File: src/rtl/pzs_queue.sv
`default_nettype none
module pzs_queue #(
    parameter int W = 8
) (
    input  wire logic         i_clk,
    input  wire logic         i_rst_n,
    input  wire logic         i_push,
    input  wire logic [W-1:0] i_data,
    output logic              o_ready,
    input  wire logic         i_pop,
    output logic              o_valid,
    output logic [W-1:0]      o_data
);
    logic [W-1:0] r_mem [2];
    logic         r_wp;
    logic         r_rp;
    logic [1:0]   r_cnt;

    assign o_ready = (r_cnt != 2'd2);
    assign o_valid = (r_cnt != 2'd0);
    assign o_data  = r_mem[r_rp];

    always_ff @(posedge i_clk) begin
        if (i_push) begin
            r_mem[r_wp] <= i_data;
        end
    end

    always_ff @(posedge i_clk) begin
        if (!i_rst_n) begin
            r_wp  <= 1'b0;
            r_rp  <= 1'b0;
            r_cnt <= 2'd0;
        end else begin
            if (i_push) begin
                r_wp <= ~r_wp;
            end
            if (i_pop) begin
                r_rp <= ~r_rp;
            end
            case ({i_push, i_pop})
                2'b10:   r_cnt <= r_cnt + 2'd1;
                2'b01:   r_cnt <= r_cnt - 2'd1;
                default: r_cnt <= r_cnt;
            endcase
        end
    end
endmodule
`default_nettype wire

File: config.mk
export PLATFORM = sky130hd
export DESIGN_NAME = pzs_queue
export DESIGN_NICKNAME = d
export VERILOG_FILES = /design/src/rtl/pzs_queue.sv
export SDC_FILE = /design/constraint.sdc
export NUM_CORES = 1
export LEC_CHECK = 0
export BUFFER_PORTS_ARGS = -buffer_cell sky130_fd_sc_hd__buf_4
export CAP_MARGIN = 15
export CORE_MARGIN = 2
export CORE_UTILIZATION = 55
export CTS_BUF_LIST = sky130_fd_sc_hd__clkbuf_8
export CTS_CLUSTER_SIZE = 20
export DETAILED_ROUTE_END_ITERATION = 10
export PLACE_DENSITY = 0.81
export SLEW_MARGIN = 40
export SYNTH_ARGS = -nofsm -noshare
export SYNTH_HDL_FRONTEND = slang
export SYNTH_SLANG_ARGS = --single-unit
File: constraint.sdc
create_clock -name i_clk -period 1.6 [get_ports i_clk]
set_input_delay 0.16 -clock i_clk [delete_from_list [all_inputs] [get_ports i_clk]]
set_output_delay 0.16 -clock i_clk [all_outputs]
set_load 0.01 [all_outputs]
==> impl_metrics.tcl <==
set metrics [dict create \
    status "complete, no violations" \
    grt_max_degree 13 \
    syn-num-nets 60 \
    netlist_top_cells_count "16 x edfxtp_1, 8 x mux2_2, 5 x dfxtp_1" \
    antenna_found_initial 0 \
    gr-total-overflow 0 \
    finalSetupTns_ps 0 \
    fin_crit_ps 1470 \
    skew_ps 2.03 \
    firstDrtPassIters 4 \
    ys.flop_type "edfxtp_1" \
    stdcell_area_um2 1020 \
    grt-busiest-layer "met2" \
    dieArea_um2 1760 \
    maxSlewViolCount 0 \
    hold_viol 0 \
    crit_path_end_kind "output pin" \
    critPathLaunchType "flip-flop" \
    p_sw_share_pct 21.7 \
    p_sw_uw 249 \
    synth.area.top_cells "edfxtp_1 61%, dfxtp_1 13%, mux2_2 11%" \
    use_met1_pct 18.9 \
    synthArstFlopShare_pct 0 \
    cts_hold_buf 0 \
    syn_area_um2 792 \
    fmax_mhz 680 \
    rsz0062_at_grt "false" \
    rows 13 \
    via_per_inst 5.17 \
    cts_buffer_depth 2 \
    combPwrFrac_pct 14.7 \
    yosysWarnings 0 \
    p_per_area_nw_per_um2 1130 \
    met2_usage_pct 35.9 \
    worstPathMaxFanout 8 \
    clkLatencyLatePin_ps 250 \
    clock-root-buffer "clkbuf_8" \
    clock_tree.htree_level_count 1 \
    period_share_pct 91.9 \
    ios 22 \
    synthCells 47 \
    coreArea_um2 1320 \
    cts_tree "yes" \
    vias 450 \
    numPortBuffers 21 \
    synth_seq_cells 21 \
    drv_cap 0 \
    wirelength_um 1350 \
    setup_violations 0 \
    required_ps 1440 \
    dp_hpwl_um 961 \
    critical_path_class "reg -> out" \
    p_int_uw 897 \
    grtUsageTotal_pct 18.1 \
    syn_area_per_cell_um2 16.9 \
    cts_inserted_buffers 3 \
    synth.distinct_cells 17 \
    ir_drop_uv 790 \
    dr.first_iter.drc_count 6 \
    clk_pin_slew_ps 70 \
    post_cts_resized 0 \
    final_antenna_net_count 0 \
    ys_seq_area_share_pct 73.3 \
    drive_gt1_share_pct 48.6 \
    yosysTopAreaCellShare_pct 60.7 \
    slew_headroom_pct 72.7 \
    first_global_vias 515 \
    cts.sinks 21 \
    hold_class "in -> reg" \
    use_met3_pct 3.91 \
    nets 86 \
    num-fill-cells 77 \
    gp_congestion 0.684 \
    diodes 0 \
    die_w_um 41.9 \
    leakagePower_nw 0.403 \
    pwr-share-seq_pct 56.5 \
    wl_per_cell_um 15.5 \
    synth.largest_area_cell "edfxtp_1" \
    clkPwrFrac_pct 28.8 \
    post-cts-setup-buffers 0 \
    tightest_slew_ps 408 \
    start_util_pct 60.1 \
    drc_errors 0 \
    synth_edf_count 16 \
    placed_cell_area_um2 971 \
    worstPathArrival_ps 1310 \
    die_h_um 41.9 \
    synth_most_common_cell "edfxtp_1" \
    area_delta_synth_final_pct 28.4 \
    grt_pass1_wl_um 2300 \
]
==> metrics by stage <==
step / worst slack (ps) / std cells / util, % / hold slack [ps] / power [mW]
5_1_grt: 71.8 / 87 / 77.2 / 80.5 / 1.20
3_5_place_dp: 372 / 83 / 73.7 / 348 / 0.826
3_3_place_gp: 416 / 83 / 73.7 / 345 / 0.816
2_1_floorplan: 518 / 47 / - / 259 / 0.740
6_report: 130 / 87 / 77.2 / 89.8 / 1.15
4_1_cts: 118 / 87 / 77.2 / 89.3 / 1.15
==> layout by cell type (no fill, tap or decap), types with 2 or more instances in the layout <==
cell      Yosys  layout
buf_4         0      22
edfxtp_1     16      16
mux2_2        8       8
dfxtp_1       5       5
and2_1        4       4
clkbuf_8      0       3
xnor2_1       2       2
==> power by group through the flow <==
| stage | clock network, mW | logic, mW | registers [mW] |
|---|---|---|---|
| 3_3_place_gp | 0 | 0.160 | 0.656 |
| 6_report | 0.330 | 0.168 | 0.648 |
| 2_1_floorplan | 0 | 0.0938 | 0.646 |
| 4_1_cts | 0.337 | 0.170 | 0.648 |
| 3_5_place_dp | 0 | 0.167 | 0.659 |
| 5_1_grt | 0.360 | 0.183 | 0.653 |
==> worst max-delay path: stages (launching register included) <==
cell and delay, ps:
dfxtp_1 530, mux2_2 380, buf_4 150
==> registers in the layout, summed over array words and instances (netlist names), named ones only <==
register / flops
r_rp: 1
r_mem: 16
r_cnt: 2
r_wp: 1
==> logic make-up after synthesis <==
group                    synth area share [%]
flip-flops                               73.3
AND/OR/NAND/NOR                          6.79
multiplexers                             11.4
AO/OA/AOI/OAI                            2.53
XOR/XNOR                                 3.32
buffers and inverters                    1.10
adder cells (fa/ha/maj)                  1.58
==> area by class of cell <==
cell class / instances / area [um2] / area share [%]
clock buffer: 3 / 41.3 / 4.06
inverter: 1 / 3.75 / 0.369
tap: 15 / 18.8 / 1.85
clock inverter: 1 / 5.00 / 0.492
sequential: 21 / 581 / 57.1
multi-input combinational: 24 / 203 / 19.9
timing repair buffer: 22 / 165 / 16.2
==> worst paths after layout <==
kind	end	depth (start not counted)	slack, ps	start
max	o_data[4]	2	130	flip-flop
min	r_mem[0][1]$_DFFE_PP_	1	90	i_data[1]
max reg2reg	r_mem[0][0]$_DFFE_PP_	2	420	r_wp$_SDFFE_PN0P_
min reg2reg	r_cnt[1]$_SDFFE_PN0P_	2	560	r_cnt[1]$_SDFFE_PN0P_
==> metal layers <==
metal,vias to the layer above,wire length (um)
met4,0,0
met1,220,494
li1,217,-
met3,0,45
met5,-,0
met2,13,812
Power figures use the tool's default switching activity.
